### src/pzm_pkg.sv
// Shared types and constants for the pixel replication zoom.
// Used by every module of the block; no dependencies.
package pzm_pkg;

    // Field widths fixed by the interface
    localparam int SRC_COLS_W = 13;
    localparam int COORD_W    = 12;
    localparam int REGION_W   = 11;
    localparam int MAG_W      = 4;
    localparam int PIX_W      = 8;
    localparam int DEST_W     = 13;
    localparam int CFG_IDX_W  = 3;
    localparam int CFG_DATA_W = 13;

    // Defaults for the top level parameters
    localparam int DEF_MAX_REGION_COLS = 1024;
    localparam int DEF_MAX_REGION_ROWS = 1024;
    localparam int DEF_MAX_MAG         = 8;
    localparam int DEF_QUEUE_DEPTH     = 4;

    // Register indexes of the configuration port
    typedef enum logic [CFG_IDX_W-1:0] {
        CFG_SOURCE_COLS   = 3'd0,
        CFG_WINDOW_X      = 3'd1,
        CFG_WINDOW_Y      = 3'd2,
        CFG_REGION_COLS   = 3'd3,
        CFG_REGION_ROWS   = 3'd4,
        CFG_MAG           = 3'd5,
        CFG_IMAGE_PRESENT = 3'd6
    } cfg_index_t;

    // Configuration register set
    typedef struct packed {
        logic [SRC_COLS_W-1:0] source_cols;
        logic [COORD_W-1:0]    window_x;
        logic [COORD_W-1:0]    window_y;
        logic [REGION_W-1:0]   region_cols;
        logic [REGION_W-1:0]   region_rows;
        logic [MAG_W-1:0]      mag;
        logic                  image_present;
    } pzm_cfg_t;

    // One classified window pixel, ready for block expansion
    typedef struct packed {
        logic [DEST_W-1:0] base_x;
        logic [DEST_W-1:0] base_y;
        logic [MAG_W-1:0]  mag;
        logic [PIX_W-1:0]  image;
        logic              image_write;
        logic [PIX_W-1:0]  mask;
        logic [PIX_W-1:0]  blend;
    } pzm_desc_t;

endpackage

### src/pzm_front.sv
// Front end: accepts source pixels, tracks column/row, crops to the window.
// Depends on pzm_pkg; feeds block descriptors into pzm_queue.
module pzm_front #(
    parameter int MAX_REGION_COLS = pzm_pkg::DEF_MAX_REGION_COLS,
    parameter int MAX_REGION_ROWS = pzm_pkg::DEF_MAX_REGION_ROWS,
    parameter int MAX_MAG         = pzm_pkg::DEF_MAX_MAG
) (
    input  logic                         clk,
    input  logic                         rst_n,
    input  pzm_pkg::pzm_cfg_t            cfg,
    input  logic                         accept,
    input  logic                         start_of_frame,
    input  logic [pzm_pkg::PIX_W-1:0]    image_pixel,
    input  logic [pzm_pkg::PIX_W-1:0]    mask_pixel,
    input  logic [pzm_pkg::PIX_W-1:0]    blend_pixel,
    output logic                         desc_push,
    output pzm_pkg::pzm_desc_t           desc
);
    import pzm_pkg::*;

    logic [COORD_W-1:0]    col_reg, col_next;
    logic [COORD_W-1:0]    row_reg, row_next;
    logic [COORD_W-1:0]    col_cur, row_cur;
    logic [MAG_W-1:0]      m_sat;
    logic [SRC_COLS_W-1:0] rc_sat, rr_sat;
    logic [SRC_COLS_W-1:0] x_end, y_end;
    logic                  in_x, in_y;
    logic [COORD_W-1:0]    rx, ry;
    logic [COORD_W+MAG_W-1:0] prod_x, prod_y;
    logic                  line_end;

    // Position of this pixel; start of frame forces the origin
    assign col_cur = start_of_frame ? '0 : col_reg;
    assign row_cur = start_of_frame ? '0 : row_reg;

    // Saturate magnification and window size
    assign m_sat  = (cfg.mag > MAG_W'(MAX_MAG)) ? MAG_W'(MAX_MAG) : cfg.mag;
    assign rc_sat = ({2'b00, cfg.region_cols} > SRC_COLS_W'(MAX_REGION_COLS)) ?
                    SRC_COLS_W'(MAX_REGION_COLS) : {2'b00, cfg.region_cols};
    assign rr_sat = ({2'b00, cfg.region_rows} > SRC_COLS_W'(MAX_REGION_ROWS)) ?
                    SRC_COLS_W'(MAX_REGION_ROWS) : {2'b00, cfg.region_rows};

    // Window test
    assign x_end = {1'b0, cfg.window_x} + rc_sat;
    assign y_end = {1'b0, cfg.window_y} + rr_sat;
    assign in_x  = (col_cur >= cfg.window_x) && ({1'b0, col_cur} < x_end);
    assign in_y  = (row_cur >= cfg.window_y) && ({1'b0, row_cur} < y_end);

    // Block origin in the destination image
    assign rx     = col_cur - cfg.window_x;
    assign ry     = row_cur - cfg.window_y;
    assign prod_x = {{MAG_W{1'b0}}, rx} * {{COORD_W{1'b0}}, m_sat};
    assign prod_y = {{MAG_W{1'b0}}, ry} * {{COORD_W{1'b0}}, m_sat};

    assign desc_push        = accept && (m_sat != '0) && in_x && in_y;
    assign desc.base_x      = prod_x[DEST_W-1:0];
    assign desc.base_y      = prod_y[DEST_W-1:0];
    assign desc.mag         = m_sat;
    assign desc.image       = cfg.image_present ? image_pixel : '0;
    assign desc.image_write = cfg.image_present;
    assign desc.mask        = mask_pixel;
    assign desc.blend       = blend_pixel;

    // Advance the raster position, wrapping at the end of a line
    assign line_end = (({1'b0, col_cur} + SRC_COLS_W'(1)) >= cfg.source_cols) ||
                      (col_cur == '1);

    always_comb
    begin
        col_next = col_reg;
        row_next = row_reg;
        if (accept)
        begin
            if (line_end)
            begin
                col_next = '0;
                row_next = row_cur + COORD_W'(1);
            end
            else
            begin
                col_next = col_cur + COORD_W'(1);
                row_next = row_cur;
            end
        end
    end

    always_ff @(posedge clk or negedge rst_n)
    begin
        if (!rst_n)
        begin
            col_reg <= '0;
            row_reg <= '0;
        end
        else
        begin
            col_reg <= col_next;
            row_reg <= row_next;
        end
    end

endmodule

### src/pzm_queue.sv
// Short descriptor queue between front end and block expander.
// Depends on pzm_pkg for the descriptor type.
module pzm_queue #(
    parameter int DEPTH = pzm_pkg::DEF_QUEUE_DEPTH
) (
    input  logic               clk,
    input  logic               rst_n,
    input  logic               push,
    input  pzm_pkg::pzm_desc_t push_data,
    input  logic               pop,
    output pzm_pkg::pzm_desc_t head,
    output logic               full,
    output logic               empty
);
    import pzm_pkg::*;

    localparam int PTR_W = (DEPTH > 1) ? $clog2(DEPTH) : 1;
    localparam int CNT_W = $clog2(DEPTH + 1);

    pzm_desc_t         mem [DEPTH];
    logic [PTR_W-1:0]  wr_ptr_reg, wr_ptr_next;
    logic [PTR_W-1:0]  rd_ptr_reg, rd_ptr_next;
    logic [CNT_W-1:0]  count_reg, count_next;
    logic              do_push, do_pop;

    assign full    = (count_reg == CNT_W'(DEPTH));
    assign empty   = (count_reg == '0);
    assign head    = mem[rd_ptr_reg];
    assign do_push = push && !full;
    assign do_pop  = pop && !empty;

    // Advance pointers and occupancy
    always_comb
    begin
        wr_ptr_next = wr_ptr_reg;
        rd_ptr_next = rd_ptr_reg;
        count_next  = count_reg;
        if (do_push)
        begin
            wr_ptr_next = (wr_ptr_reg == PTR_W'(DEPTH - 1)) ? '0 : wr_ptr_reg + PTR_W'(1);
        end
        if (do_pop)
        begin
            rd_ptr_next = (rd_ptr_reg == PTR_W'(DEPTH - 1)) ? '0 : rd_ptr_reg + PTR_W'(1);
        end
        if (do_push && !do_pop)
        begin
            count_next = count_reg + CNT_W'(1);
        end
        else if (do_pop && !do_push)
        begin
            count_next = count_reg - CNT_W'(1);
        end
    end

    always_ff @(posedge clk or negedge rst_n)
    begin
        if (!rst_n)
        begin
            wr_ptr_reg <= '0;
            rd_ptr_reg <= '0;
            count_reg  <= '0;
        end
        else
        begin
            wr_ptr_reg <= wr_ptr_next;
            rd_ptr_reg <= rd_ptr_next;
            count_reg  <= count_next;
        end
    end

    // Store pushed descriptors
    always_ff @(posedge clk)
    begin
        if (do_push)
        begin
            mem[wr_ptr_reg] <= push_data;
        end
    end

`ifndef SYNTHESIS
    a_count_bound: assert property (@(posedge clk) disable iff (!rst_n)
        count_reg <= CNT_W'(DEPTH))
        else $error("queue occupancy above depth");
    a_push_grows: assert property (@(posedge clk) disable iff (!rst_n)
        (do_push && !do_pop) |=> (count_reg == $past(count_reg) + CNT_W'(1)))
        else $error("queue push did not grow occupancy");
    a_ptrs_meet: assert property (@(posedge clk) disable iff (!rst_n)
        (empty || full) |-> (wr_ptr_reg == rd_ptr_reg))
        else $error("queue pointers disagree with occupancy");
`endif

endmodule

### src/pzm_back.sv
// Back end: expands each descriptor into a mag-by-mag block of results.
// Depends on pzm_pkg; reads the head of pzm_queue, drives the result ports.
module pzm_back #(
    parameter int MAX_MAG = pzm_pkg::DEF_MAX_MAG
) (
    input  logic                        clk,
    input  logic                        rst_n,
    input  pzm_pkg::pzm_desc_t          head,
    input  logic                        q_empty,
    output logic                        q_pop,
    input  logic                        pop,
    output logic                        empty,
    output logic [pzm_pkg::DEST_W-1:0]  dest_x,
    output logic [pzm_pkg::DEST_W-1:0]  dest_y,
    output logic [pzm_pkg::PIX_W-1:0]   image_out,
    output logic                        image_write,
    output logic [pzm_pkg::PIX_W-1:0]   mask_out,
    output logic [pzm_pkg::PIX_W-1:0]   blend_out,
    output logic                        block_last
);
    import pzm_pkg::*;

    localparam int DX_W = (MAX_MAG > 1) ? $clog2(MAX_MAG) : 1;

    logic [DX_W-1:0]   dx_reg, dx_next;
    logic [DX_W-1:0]   dy_reg, dy_next;
    logic              out_valid_reg, out_valid_next;
    logic [DEST_W-1:0] dest_x_reg, dest_y_reg;
    logic [PIX_W-1:0]  image_reg, mask_reg, blend_reg;
    logic              image_write_reg, block_last_reg;
    logic              load, row_end, col_end, blk_last;
    logic [MAG_W-1:0]  m_last;

    // Load a new result when the output register is free or being taken
    assign load     = !q_empty && (!out_valid_reg || pop);
    assign m_last   = head.mag - MAG_W'(1);
    assign row_end  = (MAG_W'(dx_reg) == m_last);
    assign col_end  = (MAG_W'(dy_reg) == m_last);
    assign blk_last = row_end && col_end;
    assign q_pop    = load && blk_last;

    // Step dx inner, dy outer
    always_comb
    begin
        dx_next        = dx_reg;
        dy_next        = dy_reg;
        out_valid_next = out_valid_reg;
        if (load)
        begin
            out_valid_next = 1'b1;
            if (row_end)
            begin
                dx_next = '0;
                dy_next = col_end ? '0 : dy_reg + DX_W'(1);
            end
            else
            begin
                dx_next = dx_reg + DX_W'(1);
            end
        end
        else if (pop)
        begin
            out_valid_next = 1'b0;
        end
    end

    always_ff @(posedge clk or negedge rst_n)
    begin
        if (!rst_n)
        begin
            dx_reg        <= '0;
            dy_reg        <= '0;
            out_valid_reg <= 1'b0;
        end
        else
        begin
            dx_reg        <= dx_next;
            dy_reg        <= dy_next;
            out_valid_reg <= out_valid_next;
        end
    end

    // Capture the result payload
    always_ff @(posedge clk)
    begin
        if (load)
        begin
            dest_x_reg      <= head.base_x + DEST_W'(dx_reg);
            dest_y_reg      <= head.base_y + DEST_W'(dy_reg);
            image_reg       <= head.image;
            image_write_reg <= head.image_write;
            mask_reg        <= head.mask;
            blend_reg       <= head.blend;
            block_last_reg  <= blk_last;
        end
    end

    assign empty       = !out_valid_reg;
    assign dest_x      = dest_x_reg;
    assign dest_y      = dest_y_reg;
    assign image_out   = image_reg;
    assign image_write = image_write_reg;
    assign mask_out    = mask_reg;
    assign blend_out   = blend_reg;
    assign block_last  = block_last_reg;

`ifndef SYNTHESIS
    a_dx_in_block: assert property (@(posedge clk) disable iff (!rst_n)
        !q_empty |-> (MAG_W'(dx_reg) < head.mag))
        else $error("column step outside block");
    a_dy_in_block: assert property (@(posedge clk) disable iff (!rst_n)
        !q_empty |-> (MAG_W'(dy_reg) < head.mag))
        else $error("row step outside block");
    a_block_restart: assert property (@(posedge clk) disable iff (!rst_n)
        (load && blk_last) |=> (dx_reg == '0 && dy_reg == '0))
        else $error("block counters not cleared after last result");
`endif

endmodule

### src/pixel_replicate_zoom.sv
// Top level of the pixel replication zoom: configuration registers and glue.
// Depends on pzm_pkg, pzm_front, pzm_queue and pzm_back.
//
// Source pixels enter on push/full in raster order, one per cycle while the
// descriptor queue has room. Pixels outside the configured window (or any
// pixel when mag is zero) are accepted and produce nothing. Each
// window pixel produces a block of mag*mag results, dy outer and dx inner,
// and the result side emits one result per cycle while pop is held and a
// descriptor is waiting, so sustained throughput is set by the block
// expander (4 results per window pixel at the reset mag of 2). On an idle
// block a pixel's descriptor is first written into the queue and then the
// first result of its block is loaded into the output register.
// Configuration writes take effect on the next cycle and must happen while the block is idle.
module pixel_replicate_zoom #(
    parameter int MAX_REGION_COLS = pzm_pkg::DEF_MAX_REGION_COLS,
    parameter int MAX_REGION_ROWS = pzm_pkg::DEF_MAX_REGION_ROWS,
    parameter int MAX_MAG         = pzm_pkg::DEF_MAX_MAG,
    parameter int QUEUE_DEPTH     = pzm_pkg::DEF_QUEUE_DEPTH
) (
    input  logic                            clk,
    input  logic                            rst_n,
    input  logic                            cfg_write,
    input  logic [pzm_pkg::CFG_IDX_W-1:0]   cfg_index,
    input  logic [pzm_pkg::CFG_DATA_W-1:0]  cfg_data,
    input  logic                            push,
    output logic                            full,
    input  logic                            start_of_frame,
    input  logic [pzm_pkg::PIX_W-1:0]       image_pixel,
    input  logic [pzm_pkg::PIX_W-1:0]       mask_pixel,
    input  logic [pzm_pkg::PIX_W-1:0]       blend_pixel,
    output logic                            empty,
    input  logic                            pop,
    output logic [pzm_pkg::DEST_W-1:0]      dest_x,
    output logic [pzm_pkg::DEST_W-1:0]      dest_y,
    output logic [pzm_pkg::PIX_W-1:0]       image_out,
    output logic                            image_write,
    output logic [pzm_pkg::PIX_W-1:0]       mask_out,
    output logic [pzm_pkg::PIX_W-1:0]       blend_out,
    output logic                            block_last
);
    import pzm_pkg::*;

    pzm_cfg_t  cfg_reg;
    pzm_desc_t front_desc, q_head;
    logic      desc_push, q_full, q_empty, q_pop, accept;

    // Write configuration registers
    always_ff @(posedge clk or negedge rst_n)
    begin
        if (!rst_n)
        begin
            cfg_reg.source_cols   <= SRC_COLS_W'(512);
            cfg_reg.window_x      <= '0;
            cfg_reg.window_y      <= '0;
            cfg_reg.region_cols   <= REGION_W'(256);
            cfg_reg.region_rows   <= REGION_W'(256);
            cfg_reg.mag           <= MAG_W'(2);
            cfg_reg.image_present <= 1'b1;
        end
        else if (cfg_write)
        begin
            case (cfg_index)
                CFG_SOURCE_COLS:   cfg_reg.source_cols   <= cfg_data[SRC_COLS_W-1:0];
                CFG_WINDOW_X:      cfg_reg.window_x      <= cfg_data[COORD_W-1:0];
                CFG_WINDOW_Y:      cfg_reg.window_y      <= cfg_data[COORD_W-1:0];
                CFG_REGION_COLS:   cfg_reg.region_cols   <= cfg_data[REGION_W-1:0];
                CFG_REGION_ROWS:   cfg_reg.region_rows   <= cfg_data[REGION_W-1:0];
                CFG_MAG:           cfg_reg.mag           <= cfg_data[MAG_W-1:0];
                CFG_IMAGE_PRESENT: cfg_reg.image_present <= cfg_data[0];
                default:           cfg_reg               <= cfg_reg;
            endcase
        end
    end

    // Take an item whenever the queue has room
    assign full   = q_full;
    assign accept = push && !q_full;

    pzm_front #(
        .MAX_REGION_COLS (MAX_REGION_COLS),
        .MAX_REGION_ROWS (MAX_REGION_ROWS),
        .MAX_MAG         (MAX_MAG)
    ) u_front (
        .clk            (clk),
        .rst_n          (rst_n),
        .cfg            (cfg_reg),
        .accept         (accept),
        .start_of_frame (start_of_frame),
        .image_pixel    (image_pixel),
        .mask_pixel     (mask_pixel),
        .blend_pixel    (blend_pixel),
        .desc_push      (desc_push),
        .desc           (front_desc)
    );

    pzm_queue #(
        .DEPTH (QUEUE_DEPTH)
    ) u_queue (
        .clk       (clk),
        .rst_n     (rst_n),
        .push      (desc_push),
        .push_data (front_desc),
        .pop       (q_pop),
        .head      (q_head),
        .full      (q_full),
        .empty     (q_empty)
    );

    pzm_back #(
        .MAX_MAG (MAX_MAG)
    ) u_back (
        .clk         (clk),
        .rst_n       (rst_n),
        .head        (q_head),
        .q_empty     (q_empty),
        .q_pop       (q_pop),
        .pop         (pop),
        .empty       (empty),
        .dest_x      (dest_x),
        .dest_y      (dest_y),
        .image_out   (image_out),
        .image_write (image_write),
        .mask_out    (mask_out),
        .blend_out   (blend_out),
        .block_last  (block_last)
    );

endmodule
### config.mk
export PLATFORM = sky130hd
export DESIGN_NAME = pixel_replicate_zoom
export DESIGN_NICKNAME = d
export VERILOG_FILES = /design/src/pzm_pkg.sv /design/src/pzm_front.sv /design/src/pzm_queue.sv /design/src/pzm_back.sv /design/src/pixel_replicate_zoom.sv
export SDC_FILE = /design/constraint.sdc
export NUM_CORES = 1
export LEC_CHECK = 0
export BUFFER_PORTS_ARGS = -buffer_cell sky130_fd_sc_hd__buf_2
export CAP_MARGIN = 0
export CELL_PAD_IN_SITES_DETAIL_PLACEMENT = 0
export CELL_PAD_IN_SITES_GLOBAL_PLACEMENT = 1
export CORE_ASPECT_RATIO = 0.7
export CORE_UTILIZATION = 53
export CTS_BUF_LIST = sky130_fd_sc_hd__clkbuf_4 sky130_fd_sc_hd__clkbuf_8
export DETAILED_ROUTE_END_ITERATION = 12
export GPL_TIMING_DRIVEN = 0
export PLACE_DENSITY = 0.89
export SLEW_MARGIN = 25
export SYNTH_ARGS = -nofsm -noshare
export SYNTH_HDL_FRONTEND = slang
export SYNTH_SLANG_ARGS = --single-unit
### constraint.sdc
create_clock -name clk -period 6.2 [get_ports clk]
set_input_delay 1.24 -clock clk [delete_from_list [all_inputs] [get_ports clk]]
set_output_delay 1.24 -clock clk [all_outputs]
set_load 0.01 [all_outputs]
==> results_dict.tcl <==
set metrics [dict create \
    grt_use_total 0.242 \
    synth.top_cells.by_area "edfxtp_1, dfrtp_1, ha_1, mux4_2, fa_1" \
    antenna_found_initial 1 \
    antenna_left 0 \
    netlist.area_leader.share 0.403 \
    boundaryPins 100 \
    wl_per_cell_um 20.4 \
    place_congestion 0.871 \
    synth_seq_area_share 0.529 \
    dp_hpwl_mm 34.1 \
    period_share 0.957 \
    synth_common_cells "edfxtp_1, nand2_1, ha_1" \
    largest_reg_flops 220 \
    synth_most_common_cell "edfxtp_1" \
    clockBufferDepth 3 \
    hp-class "flip-flop to flip-flop" \
    grt_pass1_wl_mm 72.8 \
    cts_hold_buf 0 \
    max_slew_margin 0.384 \
    outcome "finished, final reports clean" \
    synthesis.area_um2 20300 \
    io_buffers 99 \
    syn_to_final_growth_pct 12.5 \
    crit_fanout 15 \
    setup_viol 0 \
    cap_violations 0 \
    overflow 0 \
    required_ns 6.50 \
    cts_tree "done" \
    path_buf_inv 3 \
    cts-buffers-inserted 56 \
    period_minus_slack_ns 5.94 \
    rrSetupSlack_ns 0.65 \
    timing.rr.end "u_queue.mem[2][53]$_DFFE_PP_" \
    avgSynthCellArea_um2 12.8 \
    cpPeakStageDelay_ns 0.52 \
    synth_nets 1803 \
    finalHoldViolCount 0 \
    ys_types 79 \
    core.rowCount 59 \
    drt-pass1-iter-count 5 \
    synth_cells 1588 \
    tightest_slew_ns 0.921 \
    via_per_inst 5.80 \
    fin_nets 1967 \
    hold_depth 1 \
    slew_violations 0 \
    clk_pin_slew_ns 0.07 \
    finalWorstSetupSlack_ns 0.264 \
    power_density_nw_per_um2 393 \
    fin_cells 2285 \
    yosys_warnings 0 \
    grt_pass1_vias 13200 \
    final.setup_skew_ns 0.0150 \
    cts_root_buffer "clkbuf_8" \
    path_cells "buf_4 -> nor2b_1 -> ha_1 -> clkbuf_1 -> a21oi_1 -> o21ai_0 -> o21ai_0 -> nand2b_1 -> a21o_1 -> xor2_1 -> nand2_1 -> fa_1 -> inv_1 -> fa_1 -> ha_1 -> mux2_2 -> a311oi_1 -> o211ai_1" \
    r2r_start "u_front.col_reg[7]$_DFFE_PN0P_" \
    max_freq_ghz 0.168 \
    drive_gt1_frac 0.189 \
    hold_end "cfg_reg[20]$_DFFE_PN0P_" \
    htree_num_levels 2 \
    synth_edf_count 272 \
    n_antenna_cell 0 \
    grt_max_degree 69 \
    cp_slowest_cell "nor2b_1" \
    dp_worst_setup_slack_ns -1.20 \
    vias 13200 \
    die_x_um 236 \
    worstPathArrival_ns 6.24 \
    coreArea_um2 37400 \
    fill_cells 2847 \
    placed_cells 2181 \
    drcViolationCount 0 \
    synth_flop_cell "edfxtp_1" \
    r2r_cells 17 \
    path_class "primary input to flip-flop" \
    ir_drop_v 0.000234 \
    postSynth.asyncResetShare 0.273 \
    synth_top_area_cell "edfxtp_1" \
    first_iter_violations 1035 \
    rsz0062_at_grt "no" \
    die_area_um2 39000 \
    wl_mm 46.6 \
    p_leak_nw 9.24 \
    clk_latency_ns 0.63 \
    initial_core_util 0.541 \
    min_from "cfg_reg[20]$_DFFE_PN0P_" \
    ys_ff_latch 374 \
    numClockSinks 374 \
    die_h_um 166 \
    crit_path_end_kind "flip-flop" \
    startpoint_type "primary input" \
    cp_top_family "adder cells" \
]
-- cell type report --
| cell class | instances | area [µm²] | area share |
|---|---|---|---|
| buffer | 46 | 211 | 0.00928 |
| clock buffer | 77 | 935 | 0.0410 |
| clock inverter | 26 | 215 | 0.00944 |
| inverter | 118 | 445 | 0.0195 |
| multi-input combinational | 1049 | 8950 | 0.393 |
| sequential | 374 | 10700 | 0.471 |
| tap | 488 | 611 | 0.0268 |
| timing repair buffer | 107 | 697 | 0.0306 |
-- power breakdown --
group / leakage [nW] / internal (W) / switching [W]
Combinational: 4.87 / 0.00133 / 0.00209
Clock: 0.609 / 0.00111 / 0.000983
Sequential: 3.76 / 0.00330 / 0.000137
Total: 9.24 / 0.00575 / 0.00321
-- stage by stage --
| stage | area [µm²] | hold WS (ns) | TNS [ns] | total power [W] | utilization |
|---|---|---|---|---|---|
| detailed placement | 21600 | 0.487 | -17.91 | 0.00688 | 0.576 |
| global route | 22800 | 0.509 | 0 | 0.00952 | 0.609 |
| CTS | 22700 | 0.493 | 0 | 0.00899 | 0.607 |
| floorplan | 20300 | 0.459 | 0 | 0.00590 | - |
| finish | 22800 | 0.498 | 0 | 0.00896 | 0.609 |
| global placement | 21400 | 0.478 | -247.82 | 0.00668 | 0.571 |
-- how the worst max path moves through the flow --
stage / start / cells after the start / endpoint
after floorplan: start_of_frame / 22 / u_queue.mem[0][54]$_DFFE_PP_
after global placement: start_of_frame / 14 / u_queue.mem[3][11]$_DFFE_PP_
after detailed placement: start_of_frame / 23 / u_queue.mem[0][54]$_DFFE_PP_
after CTS: start_of_frame / 22 / u_queue.mem[2][54]$_DFFE_PP_
after global routing: start_of_frame / 22 / u_queue.mem[1][54]$_DFFE_PP_
final: start_of_frame / 18 / u_queue.mem[2][53]$_DFFE_PP_
-- cell usage in the layout, fill, tap and decap left out, drive strengths merged, types with 21 or more instances in the layout --
master	n
a21o	27
a21oi	47
and2	38
buf	119
clkbuf	111
clkinv	21
dfrtp	97
edfxtp	272
fa	45
ha	124
inv	119
mux2	37
mux4	55
nand2	159
nand3	26
nor2	49
nor2b	58
nor3	23
o21ai	74
xnor2	59
xor2	44
-- metal layers --
layer,vias up,part of all wire,global-route usage
met4,0,0.018,0.0591
met1,6567,0.46,0.357
met5,-,0,0
met2,462,0.44,0.373
li1,6148,-,-
met3,70,0.073,0.0431
-- timing repair --
action,4_1_cts,5_1_grt
resized for setup,7,10
pin swaps,1,1
setup endpoints to repair,8,9
buffers inserted,0,2
-- worst reg2reg max path, stage by stage, from the launching register on --
cell and delay [ns]:
dfrtp_1 0.38, nor2b_1 0.54, ha_1 0.35, clkbuf_1 0.19, a21oi_1 0.23, o21ai_0 0.23, o21ai_0 0.28, nand2b_1 0.09
a21o_1 0.19, xor2_1 0.26, nand2_1 0.12, fa_1 0.51, inv_1 0.05, fa_1 0.48, ha_1 0.41, mux2_2 0.36
a311oi_1 0.29, o211ai_1 0.26
-- cell families after synthesis --
logic type | share of synthesized area
compound gates | 0.0797
xor+xnor | 0.0449
fa+ha+maj | 0.121
buf+inv | 0.0318
flops | 0.529
mux | 0.0827
simple gates | 0.110
Power figures use the tool's default switching activity.
